File: src/rtl/core/oemc_pkg.sv
// Shared types, codes and fixed-point constants of the obstacle emergency mode controller.
package oemc_pkg;

  // Field widths of the input and result words.
  localparam int KIND_W   = 3;
  localparam int IR_W     = 10;
  localparam int MODE_W   = 2;
  localparam int REPORT_W = 2;
  localparam int ACK_W    = 2;
  localparam int CM_W     = 8;

  // Configuration registers.
  localparam int THR_W      = 8;
  localparam int EMT_W      = 10;
  localparam int AVG_W      = 6;
  localparam int BLK_W      = 8;
  localparam int CFG_IDX_W  = 2;
  localparam int CFG_DATA_W = 10;

  localparam logic [THR_W-1:0] THR_RST  = 8'd30;
  localparam logic [EMT_W-1:0] EMT_RST  = 10'd500;
  localparam logic [AVG_W-1:0] AVG_RST  = 6'd50;
  localparam logic [BLK_W-1:0] BLK_RST  = 8'd250;
  localparam logic [CM_W-1:0]  MEAN_RST = 8'd30;

  // Fixed-point datapath.
  localparam int Q_FRAC     = 16;   // volts and polynomial accumulator fraction bits
  localparam int V_W        = 18;   // volts, Q2.16, at most 3.3 V
  localparam int ACC_W      = 32;   // signed Horner accumulator
  localparam int MUL_A_W    = 32;
  localparam int MUL_B_W    = 20;
  localparam int PROD_W     = MUL_A_W + MUL_B_W;
  localparam int VAL_W      = 17;   // distance sample, Q9.8
  localparam int VAL_MAX    = 131071;
  localparam int Q8_SHIFT   = 8;    // Q.16 to Q.8
  localparam int TOT_W      = 22;
  localparam int MEAN_SHIFT = 8;
  localparam int X_W        = TOT_W - MEAN_SHIFT;
  localparam int VOLT_NUM   = 33;   // 3.3 V * 10, the scale is divided by 10 * full code
  localparam int HORNER_STEPS = 4;

  localparam logic signed [ACC_W-1:0] HORNER_LEAD = ACC_W'(24 * 65536);

  typedef enum logic [KIND_W-1:0] {
    KIND_MAIN   = 3'd0,
    KIND_BUTTON = 3'd1,
    KIND_START  = 3'd2,
    KIND_STOP   = 3'd3,
    KIND_TIMER  = 3'd4
  } kind_e;

  typedef enum logic [MODE_W-1:0] {
    MODE_WAIT   = 2'd0,
    MODE_MOVING = 2'd1,
    MODE_EMERG  = 2'd2
  } mode_e;

  typedef enum logic [REPORT_W-1:0] {
    REP_NONE    = 2'd0,
    REP_ENTERED = 2'd1,
    REP_LEFT    = 2'd2
  } report_e;

  typedef enum logic [ACK_W-1:0] {
    ACK_NONE     = 2'd0,
    ACK_ACCEPTED = 2'd1,
    ACK_REFUSED  = 2'd2
  } ack_e;

  typedef enum logic [CFG_IDX_W-1:0] {
    CFG_THRESHOLD    = 2'd0,
    CFG_EMERG_TICKS  = 2'd1,
    CFG_AVG_PERIOD   = 2'd2,
    CFG_BLINK_PERIOD = 2'd3
  } cfg_idx_e;

  typedef struct packed {
    mode_e             mode;
    logic              motor_on;
    report_e           emergency_report;
    ack_e              command_ack;
    logic              distance_valid;
    logic [CM_W-1:0]   distance_cm;
    logic              status_led;
    logic              side_lights;
  } result_t;

  // Polynomial coefficients in Q.16, highest remaining order first.
  function automatic logic signed [ACC_W-1:0] horner_coef(input logic [1:0] step);
    logic signed [ACC_W-1:0] c;
    unique case (step)
      2'd0:    c = ACC_W'(-160 * 65536);
      2'd1:    c = ACC_W'(406 * 65536);
      2'd2:    c = ACC_W'(-474 * 65536);
      default: c = ACC_W'(234 * 65536);
    endcase
    return c;
  endfunction

endpackage

File: src/rtl/core/oemc_if.sv
// Handshake channels of the obstacle emergency mode controller: input words and result words.
interface oemc_in_if import oemc_pkg::*; ();
  logic              valid;
  logic              ready;
  logic [KIND_W-1:0] kind;
  logic [IR_W-1:0]   ir_sample;

  modport source (output valid, kind, ir_sample, input ready);
  modport sink   (input valid, kind, ir_sample, output ready);
endinterface

interface oemc_out_if import oemc_pkg::*; ();
  logic                valid;
  logic                ready;
  logic [MODE_W-1:0]   mode;
  logic                motor_on;
  logic [REPORT_W-1:0] emergency_report;
  logic [ACK_W-1:0]    command_ack;
  logic                distance_valid;
  logic [CM_W-1:0]     distance_cm;
  logic                status_led;
  logic                side_lights;

  modport source (output valid, mode, motor_on, emergency_report, command_ack,
                  distance_valid, distance_cm, status_led, side_lights, input ready);
  modport sink   (input valid, mode, motor_on, emergency_report, command_ack,
                  distance_valid, distance_cm, status_led, side_lights, output ready);
endinterface

File: src/rtl/core/obstacle_emergency_mode_controller.sv
// Top level of the obstacle emergency mode controller: mode logic, IR conversion and averaging.
//
// Usage: words enter on in_i (valid/ready) and every accepted word yields exactly one
// result word on out_o (valid/ready). Configuration is written through cfg_we_i,
// cfg_idx_i and cfg_data_i while the block is idle; a write takes effect at that edge.
// Button, start, stop, timer and unknown words update the mode logic at acceptance and
// show their result word in the cycle after, so they can follow each other every cycle
// while the receiver does not stall. A main tick word runs the IR conversion on one shared
// signed multiplier under a small sequencer: volts scaling in states VQ, VC and VF, each
// of the four Horner steps in HM and HA, and the window update in SUM, where the result
// is loaded. When the word also closes an averaging period, the states MQ, MC and MF
// divide the window sum and the result is loaded in MF. The next word is taken once the
// sequencer is idle and the result register is free or being read. The multiplier is
// the only arithmetic unit of weight. Reset clears the mode to wait, the window and sum
// to zero, the mean to 30 cm and loads the register defaults; no clearing pass is
// needed. When the receiver stalls, the result word holds in the output register and no
// new word is taken until that word is accepted or is accepted in the same cycle.
module obstacle_emergency_mode_controller import oemc_pkg::*; #(
  parameter int WINDOW      = 10,
  parameter int SAMPLE_BITS = 10
) (
  input  logic                  clk_i,
  input  logic                  rst_ni,
  input  logic                  cfg_we_i,
  input  logic [CFG_IDX_W-1:0]  cfg_idx_i,
  input  logic [CFG_DATA_W-1:0] cfg_data_i,
  oemc_in_if.sink               in_i,
  oemc_out_if.source            out_o
);

  localparam int  POS_W   = (WINDOW > 1) ? $clog2(WINDOW) : 1;
  localparam int  A_W     = SAMPLE_BITS + 6;            // code times 33
  localparam int  R_W     = A_W + Q_FRAC + 1;
  localparam longint MAXCODE = (longint'(1) << SAMPLE_BITS) - 1;
  localparam longint VDIV    = 10 * MAXCODE;
  localparam int  VSHIFT  = SAMPLE_BITS + 6;
  // Reciprocal of the volts divisor; the estimate is at most one below the exact quotient.
  localparam longint VRECIP  = (longint'(1) << (SAMPLE_BITS + 22)) / VDIV;
  localparam int  MRECIP  = (1 << X_W) / WINDOW;
  localparam logic [1:0] LAST_STEP = 2'(HORNER_STEPS - 1);

  typedef enum logic [9:0] {
    S_IDLE = 10'b0000000001,
    S_VQ   = 10'b0000000010,
    S_VC   = 10'b0000000100,
    S_VF   = 10'b0000001000,
    S_HM   = 10'b0000010000,
    S_HA   = 10'b0000100000,
    S_SUM  = 10'b0001000000,
    S_MQ   = 10'b0010000000,
    S_MC   = 10'b0100000000,
    S_MF   = 10'b1000000000
  } state_e;

  // Configuration registers.
  logic [THR_W-1:0] thr_q;
  logic [EMT_W-1:0] emt_q;
  logic [AVG_W-1:0] avg_per_q;
  logic [BLK_W-1:0] blk_per_q;

  // Mode and timing state.
  mode_e            mode_q, mode_d;
  logic             motor_q, motor_d;
  logic [EMT_W-1:0] hold_cnt_q, hold_cnt_d;
  logic             hold_run_q, hold_run_d;
  logic [AVG_W-1:0] avg_cnt_q, avg_cnt_d;
  logic [BLK_W-1:0] blink_cnt_q, blink_cnt_d;
  logic             led_q, led_d;
  logic             side_q, side_d;
  logic             fire_q, fire_d;
  logic [CM_W-1:0]  mean_q;
  report_e          report_c;
  ack_e             ack_c;

  // Sequencer and datapath.
  state_e                     state_q, state_d;
  logic [1:0]                 step_q;
  logic [A_W-1:0]             a_q;
  logic [V_W-1:0]             v_q;
  logic signed [ACC_W-1:0]    acc_q;
  logic [X_W-1:0]             m_q;
  logic signed [MUL_A_W-1:0]  mul_a;
  logic signed [MUL_B_W-1:0]  mul_b;
  logic signed [PROD_W-1:0]   prod_d, prod_q;
  logic signed [PROD_W-1:0]   prod_sh;
  logic signed [ACC_W-1:0]    acc_sh;
  logic [VAL_W-1:0]           val_c;
  logic [R_W-1:0]             vrem;
  logic [X_W-1:0]             mean_x, mrem;
  logic [X_W:0]               mean_full;
  logic [CM_W-1:0]            mean_c;

  // Sample window.
  logic [VAL_W-1:0] ring_q [WINDOW];
  logic [POS_W-1:0] pos_q;
  logic [TOT_W-1:0] total_q;

  // Handshake and result words.
  logic              in_ready, in_fire, is_main;
  logic [IR_W+SAMPLE_BITS-1:0] ir_ext;
  logic [SAMPLE_BITS-1:0] code;
  logic [BLK_W-1:0]  blink_inc;
  logic [AVG_W-1:0]  avg_inc;
  logic [EMT_W:0]    hold_inc;
  result_t           res_d, res_q, out_d, out_q;
  logic              out_valid_q, out_valid_d;

  assign in_ready    = (state_q == S_IDLE) && (!out_valid_q || out_o.ready);
  assign in_fire     = in_i.valid && in_ready;
  assign in_i.ready  = in_ready;
  assign is_main     = (in_i.kind == KIND_MAIN);

  // Only the low SAMPLE_BITS bits of the IR code take part.
  assign ir_ext = {{SAMPLE_BITS{1'b0}}, in_i.ir_sample};
  assign code   = ir_ext[SAMPLE_BITS-1:0];

  assign blink_inc = blink_cnt_q + 1'b1;
  assign avg_inc   = avg_cnt_q + 1'b1;
  assign hold_inc  = {1'b0, hold_cnt_q} + 1'b1;

  // Mode logic: all control effects of a word are settled at acceptance. The emergency
  // test of a main tick sees the mean left by the previous average.
  always_comb begin
    mode_d      = mode_q;
    motor_d     = motor_q;
    hold_cnt_d  = hold_cnt_q;
    hold_run_d  = hold_run_q;
    avg_cnt_d   = avg_cnt_q;
    blink_cnt_d = blink_cnt_q;
    led_d       = led_q;
    side_d      = side_q;
    fire_d      = fire_q;
    report_c    = REP_NONE;
    ack_c       = ACK_NONE;
    if (in_fire) begin
      unique case (in_i.kind)
        KIND_MAIN: begin
          if (blink_inc >= blk_per_q) begin
            blink_cnt_d = '0;
            led_d       = ~led_q;
            side_d      = (mode_q == MODE_EMERG) ? ~side_q : 1'b0;
          end else begin
            blink_cnt_d = blink_inc;
          end
          if (mean_q < thr_q) begin
            if (mode_q != MODE_EMERG) begin
              report_c = REP_ENTERED;
            end
            mode_d     = MODE_EMERG;
            hold_cnt_d = '0;
            hold_run_d = 1'b1;
          end
          motor_d   = (mode_d == MODE_MOVING);
          fire_d    = (avg_inc >= avg_per_q);
          avg_cnt_d = fire_d ? '0 : avg_inc;
        end
        KIND_BUTTON: begin
          if (mode_q == MODE_WAIT) begin
            mode_d = MODE_MOVING;
          end else if (mode_q == MODE_MOVING) begin
            mode_d = MODE_WAIT;
          end
        end
        KIND_START, KIND_STOP: begin
          if (mode_q != MODE_EMERG) begin
            ack_c  = ACK_ACCEPTED;
            mode_d = (in_i.kind == KIND_START) ? MODE_MOVING : MODE_WAIT;
          end else begin
            ack_c  = ACK_REFUSED;
          end
        end
        KIND_TIMER: begin
          if (hold_run_q) begin
            if (hold_inc > {1'b0, emt_q}) begin
              report_c   = REP_LEFT;
              hold_cnt_d = '0;
              hold_run_d = 1'b0;
              mode_d     = MODE_WAIT;
            end else begin
              hold_cnt_d = hold_inc[EMT_W-1:0];
            end
          end
        end
        default: begin
        end
      endcase
    end
  end

  always_comb begin
    res_d.mode             = mode_d;
    res_d.motor_on         = motor_d;
    res_d.emergency_report = report_c;
    res_d.command_ack      = ack_c;
    res_d.distance_valid   = 1'b0;
    res_d.distance_cm      = '0;
    res_d.status_led       = led_d;
    res_d.side_lights      = side_d;
  end

  // Operand selection of the shared multiplier; the product is always registered.
  always_comb begin
    unique case (state_q)
      S_VQ: begin
        mul_a = MUL_A_W'(VRECIP);
        mul_b = MUL_B_W'(a_q);
      end
      S_VC: begin
        mul_a = MUL_A_W'(prod_q[VSHIFT +: V_W]);
        mul_b = MUL_B_W'(VDIV);
      end
      S_HM: begin
        mul_a = acc_q;
        mul_b = MUL_B_W'(v_q);
      end
      S_MQ: begin
        mul_a = MUL_A_W'(MRECIP);
        mul_b = MUL_B_W'(mean_x);
      end
      S_MC: begin
        mul_a = MUL_A_W'(prod_q[X_W +: X_W]);
        mul_b = MUL_B_W'(WINDOW);
      end
      default: begin
        mul_a = '0;
        mul_b = '0;
      end
    endcase
  end

  assign prod_d  = mul_a * mul_b;
  assign prod_sh = prod_q >>> Q_FRAC;

  // Remainder check of the volts quotient: the estimate may be one short.
  assign vrem = {1'b0, a_q, {Q_FRAC{1'b0}}} - prod_q[R_W-1:0];

  // Polynomial result brought to Q9.8 and clamped.
  always_comb begin
    acc_sh = acc_q >>> Q8_SHIFT;
    if (acc_sh < 0) begin
      val_c = '0;
    end else if (acc_sh > ACC_W'(VAL_MAX)) begin
      val_c = VAL_W'(VAL_MAX);
    end else begin
      val_c = acc_sh[VAL_W-1:0];
    end
  end

  // Mean of the window: whole centimetres first, then the division by WINDOW.
  assign mean_x    = total_q[TOT_W-1:MEAN_SHIFT];
  assign mrem      = mean_x - prod_q[X_W-1:0];
  assign mean_full = (X_W+1)'(m_q) + (X_W+1)'(mrem >= X_W'(WINDOW));
  assign mean_c    = (mean_full > (X_W+1)'(255)) ? {CM_W{1'b1}} : mean_full[CM_W-1:0];

  always_comb begin
    state_d = state_q;
    unique case (state_q)
      S_IDLE:  if (in_fire && is_main) state_d = S_VQ;
      S_VQ:    state_d = S_VC;
      S_VC:    state_d = S_VF;
      S_VF:    state_d = S_HM;
      S_HM:    state_d = S_HA;
      S_HA:    state_d = (step_q == LAST_STEP) ? S_SUM : S_HM;
      S_SUM:   state_d = fire_q ? S_MQ : S_IDLE;
      S_MQ:    state_d = S_MC;
      S_MC:    state_d = S_MF;
      S_MF:    state_d = S_IDLE;
      default: state_d = S_IDLE;
    endcase
  end

  // The output register is empty whenever the sequencer is busy, so each load is safe.
  always_comb begin
    out_valid_d = out_valid_q && !out_o.ready;
    out_d       = out_q;
    if (in_fire && !is_main) begin
      out_valid_d = 1'b1;
      out_d       = res_d;
    end
    if ((state_q == S_SUM) && !fire_q) begin
      out_valid_d = 1'b1;
      out_d       = res_q;
    end
    if (state_q == S_MF) begin
      out_valid_d          = 1'b1;
      out_d                = res_q;
      out_d.distance_valid = 1'b1;
      out_d.distance_cm    = mean_c;
    end
  end

  always_ff @(posedge clk_i or negedge rst_ni) begin
    if (!rst_ni) begin
      thr_q     <= THR_RST;
      emt_q     <= EMT_RST;
      avg_per_q <= AVG_RST;
      blk_per_q <= BLK_RST;
    end else if (cfg_we_i) begin
      unique case (cfg_idx_i)
        CFG_THRESHOLD:    thr_q     <= cfg_data_i[THR_W-1:0];
        CFG_EMERG_TICKS:  emt_q     <= cfg_data_i[EMT_W-1:0];
        CFG_AVG_PERIOD:   avg_per_q <= cfg_data_i[AVG_W-1:0];
        CFG_BLINK_PERIOD: blk_per_q <= cfg_data_i[BLK_W-1:0];
        default: begin
        end
      endcase
    end
  end

  always_ff @(posedge clk_i or negedge rst_ni) begin
    if (!rst_ni) begin
      state_q     <= S_IDLE;
      mode_q      <= MODE_WAIT;
      motor_q     <= 1'b0;
      hold_cnt_q  <= '0;
      hold_run_q  <= 1'b0;
      avg_cnt_q   <= '0;
      blink_cnt_q <= '0;
      led_q       <= 1'b0;
      side_q      <= 1'b0;
      fire_q      <= 1'b0;
      mean_q      <= MEAN_RST;
      out_valid_q <= 1'b0;
      step_q      <= '0;
      pos_q       <= '0;
      total_q     <= '0;
      for (int i = 0; i < WINDOW; i++) begin
        ring_q[i] <= '0;
      end
    end else begin
      state_q     <= state_d;
      mode_q      <= mode_d;
      motor_q     <= motor_d;
      hold_cnt_q  <= hold_cnt_d;
      hold_run_q  <= hold_run_d;
      avg_cnt_q   <= avg_cnt_d;
      blink_cnt_q <= blink_cnt_d;
      led_q       <= led_d;
      side_q      <= side_d;
      fire_q      <= fire_d;
      out_valid_q <= out_valid_d;
      if (state_q == S_VF) begin
        step_q <= '0;
      end else if (state_q == S_HA) begin
        step_q <= step_q + 1'b1;
      end
      if (state_q == S_SUM) begin
        total_q       <= total_q - TOT_W'(ring_q[pos_q]) + TOT_W'(val_c);
        ring_q[pos_q] <= val_c;
        pos_q         <= (pos_q == POS_W'(WINDOW - 1)) ? '0 : pos_q + 1'b1;
      end
      if (state_q == S_MF) begin
        mean_q <= mean_c;
      end
    end
  end

  // Payload registers of the datapath.
  always_ff @(posedge clk_i) begin
    prod_q <= prod_d;
    out_q  <= out_d;
    if (in_fire && is_main) begin
      a_q   <= (A_W'(code) << 5) + A_W'(code);
      res_q <= res_d;
    end
    if (state_q == S_VC) begin
      v_q <= prod_q[VSHIFT +: V_W];
    end
    if (state_q == S_VF) begin
      if (vrem >= R_W'(VDIV)) begin
        v_q <= v_q + 1'b1;
      end
      acc_q <= HORNER_LEAD;
    end
    if (state_q == S_HA) begin
      acc_q <= prod_sh[ACC_W-1:0] + horner_coef(step_q);
    end
    if (state_q == S_MC) begin
      m_q <= prod_q[X_W +: X_W];
    end
  end

  assign out_o.valid            = out_valid_q;
  assign out_o.mode             = out_q.mode;
  assign out_o.motor_on         = out_q.motor_on;
  assign out_o.emergency_report = out_q.emergency_report;
  assign out_o.command_ack      = out_q.command_ack;
  assign out_o.distance_valid   = out_q.distance_valid;
  assign out_o.distance_cm      = out_q.distance_cm;
  assign out_o.status_led       = out_q.status_led;
  assign out_o.side_lights      = out_q.side_lights;

  // An accepted word either starts the sequencer or has its result loaded.
  assert property (@(posedge clk_i) disable iff (!rst_ni)
    in_fire |=> (state_q != S_IDLE) || out_valid_q)
    else $error("accepted word produced neither work nor a result");

  // The result register must be empty while a main tick is being worked on.
  assert property (@(posedge clk_i) disable iff (!rst_ni)
    (state_q != S_IDLE) |-> !out_valid_q)
    else $error("result register occupied while the sequencer is busy");

  // The emergency hold timer only runs while in emergency.
  assert property (@(posedge clk_i) disable iff (!rst_ni)
    hold_run_q |-> (mode_q == MODE_EMERG))
    else $error("hold timer running outside emergency");

  // A window update without an average period ends with a result on the next cycle.
  assert property (@(posedge clk_i) disable iff (!rst_ni)
    (state_q == S_SUM) && !fire_q |=> out_valid_q && !out_q.distance_valid)
    else $error("main tick result missing or carries a distance");

  // No distance is reported without the valid flag.
  assert property (@(posedge clk_i) disable iff (!rst_ni)
    out_valid_q && !out_q.distance_valid |-> (out_q.distance_cm == '0))
    else $error("distance field set without distance_valid");

endmodule
File: src/flat_wrapper.sv
// flat-port wrapper written by rule: the top's interface ports become plain ports
module obstacle_emergency_mode_controller_flat import oemc_pkg::*;
#(
  parameter int WINDOW      = 10,
  parameter int SAMPLE_BITS = 10
)
  (clk_i, rst_ni, cfg_we_i, cfg_idx_i, cfg_data_i, in_i_valid, in_i_kind, in_i_ir_sample, in_i_ready, out_o_valid, out_o_mode, out_o_motor_on, out_o_emergency_report, out_o_command_ack, out_o_distance_valid, out_o_distance_cm, out_o_status_led, out_o_side_lights, out_o_ready);
  oemc_in_if in_i_i ();
  oemc_out_if out_o_i ();
  input  logic clk_i;
  input  logic rst_ni;
  input  logic cfg_we_i;
  input  logic [CFG_IDX_W-1:0] cfg_idx_i;
  input  logic [CFG_DATA_W-1:0] cfg_data_i;
  input wire logic [$bits(in_i_i.valid)-1:0] in_i_valid;
  input wire logic [$bits(in_i_i.kind)-1:0] in_i_kind;
  input wire logic [$bits(in_i_i.ir_sample)-1:0] in_i_ir_sample;
  output wire logic [$bits(in_i_i.ready)-1:0] in_i_ready;
  output wire logic [$bits(out_o_i.valid)-1:0] out_o_valid;
  output wire logic [$bits(out_o_i.mode)-1:0] out_o_mode;
  output wire logic [$bits(out_o_i.motor_on)-1:0] out_o_motor_on;
  output wire logic [$bits(out_o_i.emergency_report)-1:0] out_o_emergency_report;
  output wire logic [$bits(out_o_i.command_ack)-1:0] out_o_command_ack;
  output wire logic [$bits(out_o_i.distance_valid)-1:0] out_o_distance_valid;
  output wire logic [$bits(out_o_i.distance_cm)-1:0] out_o_distance_cm;
  output wire logic [$bits(out_o_i.status_led)-1:0] out_o_status_led;
  output wire logic [$bits(out_o_i.side_lights)-1:0] out_o_side_lights;
  input wire logic [$bits(out_o_i.ready)-1:0] out_o_ready;
  assign in_i_i.valid = in_i_valid;
  assign in_i_i.kind = in_i_kind;
  assign in_i_i.ir_sample = in_i_ir_sample;
  assign in_i_ready = in_i_i.ready;
  assign out_o_valid = out_o_i.valid;
  assign out_o_mode = out_o_i.mode;
  assign out_o_motor_on = out_o_i.motor_on;
  assign out_o_emergency_report = out_o_i.emergency_report;
  assign out_o_command_ack = out_o_i.command_ack;
  assign out_o_distance_valid = out_o_i.distance_valid;
  assign out_o_distance_cm = out_o_i.distance_cm;
  assign out_o_status_led = out_o_i.status_led;
  assign out_o_side_lights = out_o_i.side_lights;
  assign out_o_i.ready = out_o_ready;
  obstacle_emergency_mode_controller #(.WINDOW(WINDOW), .SAMPLE_BITS(SAMPLE_BITS)) u_core (.clk_i(clk_i), .rst_ni(rst_ni), .cfg_we_i(cfg_we_i), .cfg_idx_i(cfg_idx_i), .cfg_data_i(cfg_data_i), .in_i(in_i_i), .out_o(out_o_i));
endmodule
File: config.mk
export PLATFORM = sky130hd
export DESIGN_NAME = obstacle_emergency_mode_controller_flat
export DESIGN_NICKNAME = d
export VERILOG_FILES = /design/src/rtl/core/oemc_pkg.sv /design/src/rtl/core/oemc_if.sv /design/src/rtl/core/obstacle_emergency_mode_controller.sv /design/src/flat_wrapper.sv
export SDC_FILE = /design/constraint.sdc
export NUM_CORES = 2
export LEC_CHECK = 0
export ABC_AREA = 1
export BUFFER_PORTS_ARGS = -buffer_cell sky130_fd_sc_hd__buf_2
export CAP_MARGIN = 25
export CORE_ASPECT_RATIO = 2
export CORE_MARGIN = 2
export CORE_UTILIZATION = 42
export CTS_CLUSTER_SIZE = 25
export DETAILED_ROUTE_END_ITERATION = 12
export GPL_ROUTABILITY_DRIVEN = 0
export PLACE_DENSITY = 0.55
export SYNTH_ARGS = -nofsm -noshare
export SYNTH_HDL_FRONTEND = slang
export SYNTH_SLANG_ARGS = --single-unit
File: constraint.sdc
create_clock -name clk_i -period 10.39 [get_ports clk_i]
set_clock_uncertainty 0.15 [all_clocks]
set_input_delay 1.039 -clock clk_i [delete_from_list [all_inputs] [get_ports clk_i]]
set_output_delay 1.039 -clock clk_i [all_outputs]
set_load 0.05 [all_outputs]
==> flow_summary.json <==
{
  "ys_seq_elements": 435,
  "cp.arrival_ns": 9.87,
  "drtIter0Drc": 2581,
  "hold_violations": 0,
  "hpwl_um": 128000,
  "die_area_um2": 107000,
  "grt_first_pass_wirelength_um": 241000,
  "cts_setup_buffers": 0,
  "numCtsBuffers": 39,
  "synthCells": 5466,
  "cts_hold_buffers": 0,
  "drt-pass1-iter-count": 8,
  "ys_async_sr_fraction_pct": 64.4,
  "crit_type": "reg2reg",
  "clock_path_buffers": 3,
  "grt_start_max_net_pins": 150,
  "initial_core_util_pct": 42.4,
  "synth.distinct_cells": 65,
  "worst_slew_margin_rel_pct": 21.9,
  "synth_top_area_share_pct": 25.4,
  "cp.required_ns": 10.75,
  "wire_per_inst_um": 23.4,
  "clock-sinks": 435,
  "critical_path.max_fanout": 18,
  "cts_max_level": 2,
  "clkSlewWorstSetupHoldPaths_ns": 0.07,
  "vdd_drop_max_mv": 0.100,
  "drive_gt1_share_pct": 5.96,
  "layout_min_cycle_time_ns": 9.51,
  "vias_per_cell": 5.33,
  "wirelength_um": 162000,
  "die_h_um": 461,
  "grt_use_total_pct": 31.0,
  "rsz0062_at_grt": "no",
  "worst_slack_ns": 0.878,
  "p_leak_nw": 24.2,
  "grt_overflow": 0,
  "synth.avg_cell_area_um2": 8.03,
  "grt_pass1_vias": 39067,
  "io_pins": 50,
  "fillCellCount": 10566,
  "synthesis.area_um2": 43900,
  "rows": 167,
  "ys.flop_type": "dfrtp_1",
  "io_buffers": 49,
  "seq_area_um2": 11000,
  "fmax_mhz": 105,
  "drv_cap": 0,
  "nets": 6329,
  "powerDensity_nw_per_um2": 86.1,
  "slew_viol_final": 0,
  "setup_viol": 0,
  "crit_top_cell": "nand2_1",
  "yosys-top-cells-area": "fa_1 (25%), dfrtp_1 (15%), inv_1 (10%)",
  "antenna_found_initial": 4,
  "fin_crit_sh_pct": 91.6,
  "ant_nets": 0,
  "worstSkewPairLatency_ns": 0.61,
  "hold_ws_ns": 0.313,
  "cp-start-kind": "flip-flop",
  "place_worst_setup_slack_ns": 1.36,
  "synth_largest_area_cell": "fa_1",
  "yosys_warnings": 0,
  "status": "finished, final reports clean",
  "multi_input_area_um2": 27500,
  "drc": 0,
  "syn2layout_area_growth_pct": 8.27,
  "synth-seq-area-share_pct": 25.1,
  "end_kind": "flip-flop",
  "hp-class": "reg2reg",
  "vias": 36728,
  "postSynthNetCount": 6289,
  "crit_slowest_cell": "o21ai_0",
  "synth_edf_count": 88,
  "tns_ns": 0,
  "slowest_delay_ns": 0.90,
  "cts_root_buf": "clkbuf_16",
  "tritoncts": "done",
  "tightest_slew_ns": 1.16,
  "cts.repair.resized": 0,
  "core_um2": 104000,
  "chipWidth_um": 233
}
[registers in the layout (all words and copies together) (netlist names), 4 cells and up]
signal and count:
u_core.v_q 18, u_core.out_o.distance_cm 8, u_core.blink_cnt_q 8, u_core.a_q 16, u_core.avg_cnt_q 6, u_core.thr_q 8, u_core.prod_q 48, u_core.blk_per_q 8
u_core.avg_per_q 6, u_core.total_q 22, u_core.pos_q 4, u_core.state_q 10, u_core.ring_q 170, u_core.m_q 14, u_core.emt_q 10, u_core.acc_q 32
u_core.res_q 9, u_core.hold_cnt_q 10, u_core.mean_q 8
[stage by stage]
step           total power, mW  std cells  util, %  cell area [um^2]
2_1_floorplan             2.29       5466        -             43900
3_3_place_gp              2.46       6810     44.3             46000
3_5_place_dp              2.48       6815     44.5             46100
4_1_cts                   4.13       6887     45.8             47500
5_1_grt                   4.26       6890     45.9             47500
6_report                  4.09       6893     45.9             47500
[routing by layer]
layer  wire, um  part of all wire [%]  track usage (%)
met4      20400                    13             30.6
met5         13                0.0080                0
met2      86300                    53             58.5
met3       7450                   4.6             3.76
met1      47400                    29             27.4
[cell type report]
| class | count | area share, % |
|---|---|---|
| timing repair buffer | 148 | 2.33 |
| multi-input combinational | 3617 | 57.9 |
| tap | 1352 | 3.56 |
| antenna | 4 | 0.0211 |
| clock inverter | 21 | 0.677 |
| sequential | 435 | 23.2 |
| inverter | 1265 | 9.99 |
| clock buffer | 51 | 2.30 |
[where the power goes]
| group | internal [mW] | switching [mW] | total, mW |
|---|---|---|---|
| registers | 1.84 | 0.0651 | 1.90 |
| logic | 0.165 | 0.372 | 0.537 |
| clock network | 0.930 | 0.723 | 1.65 |
| total | 2.93 | 1.16 | 4.09 |
[path summary, 6_finish.rpt]
| kind | startpoint | end | slack, ns | cells past startpoint |
|---|---|---|---|---|
| max reg2reg | u_core.state_q[9] | u_core.prod_q[38] | 0.88 | 31 |
| max | u_core.state_q[9] | u_core.prod_q[38] | 0.88 | 31 |
| min reg2reg | u_core.prod_q[21] | u_core.m_q[7] | 0.31 | 0 |
| min in group asynchronous | rst_ni | u_core.ring_q[63] | 0.42 | 1 |
| max in group asynchronous | rst_ni | u_core.hold_cnt_q[4] | 8.09 | 2 |
| min | u_core.prod_q[21] | u_core.m_q[7] | 0.31 | 0 |
[critical path: cells and delay by family (launching register included)]
kind / cells / cell delay (ns)
AOI/OAI and AO/OA: 2 / 1.02
adders and majority gates: 7 / 3.44
and+or+nand+nor: 13 / 2.36
xor gates and xnor gates: 1 / 0.24
DFF: 1 / 0.44
buffers and inverters: 8 / 1.71
[cells by family after synthesis]
family | count (synthesis) | share of synthesized area, %
xor+xnor | 137 | 2.73
mux | 6 | 0.137
simple gates | 1967 | 18.2
fa+ha+maj | 793 | 32.1
compound gates | 714 | 9.38
buf+inv | 1414 | 12.3
flops | 435 | 25.1
[cell usage after synthesis, types with 13 or more instances]
cell type and count:
fa_1 557, nand4_1 28, xnor2_1 43, buf_2 29, a21oi_1 161, dfxtp_1 67, o211ai_1 26, edfxtp_1 88
o22ai_1 15, xor2_1 94, ha_1 236, a31oi_1 13, o21bai_1 15, nand3_1 142, inv_1 1215, nand2_1 1142
dfstp_2 24, o21ai_0 337, clkbuf_1 107, nor3_1 34, nor2_2 18, nor2_1 544, a22oi_1 85, o21a_1 13
inv_2 21, clkinv_1 29, dfrtp_1 256
[cells in the final DEF, fill, tap and decap left out, types with 7 or more instances in the layout]
cell / instances
inv_1: 1215
nand2_1: 1142
fa_1: 557
nor2_1: 536
o21ai_0: 336
dfrtp_1: 256
ha_1: 236
a21oi_1: 161
nand3_1: 141
xor2_1: 94
buf_4: 91
edfxtp_1: 88
a22oi_1: 85
dfxtp_1: 67
buf_2: 48
xnor2_1: 43
clkbuf_16: 41
nor3_1: 33
clkinv_1: 29
nand4_1: 28
nor2_2: 26
o211ai_1: 26
dfstp_2: 24
inv_2: 21
o21bai_1: 15
o22ai_1: 14
a31oi_1: 13
o21a_1: 13
nand3b_1: 11
or2_2: 8
nor4_1: 7
nor3_2: 7
o21ai_1: 7
a21o_1: 7
bufinv_16: 7
clkinv_2: 7
clkbuf_1: 7
Power figures use the tool's default switching activity.
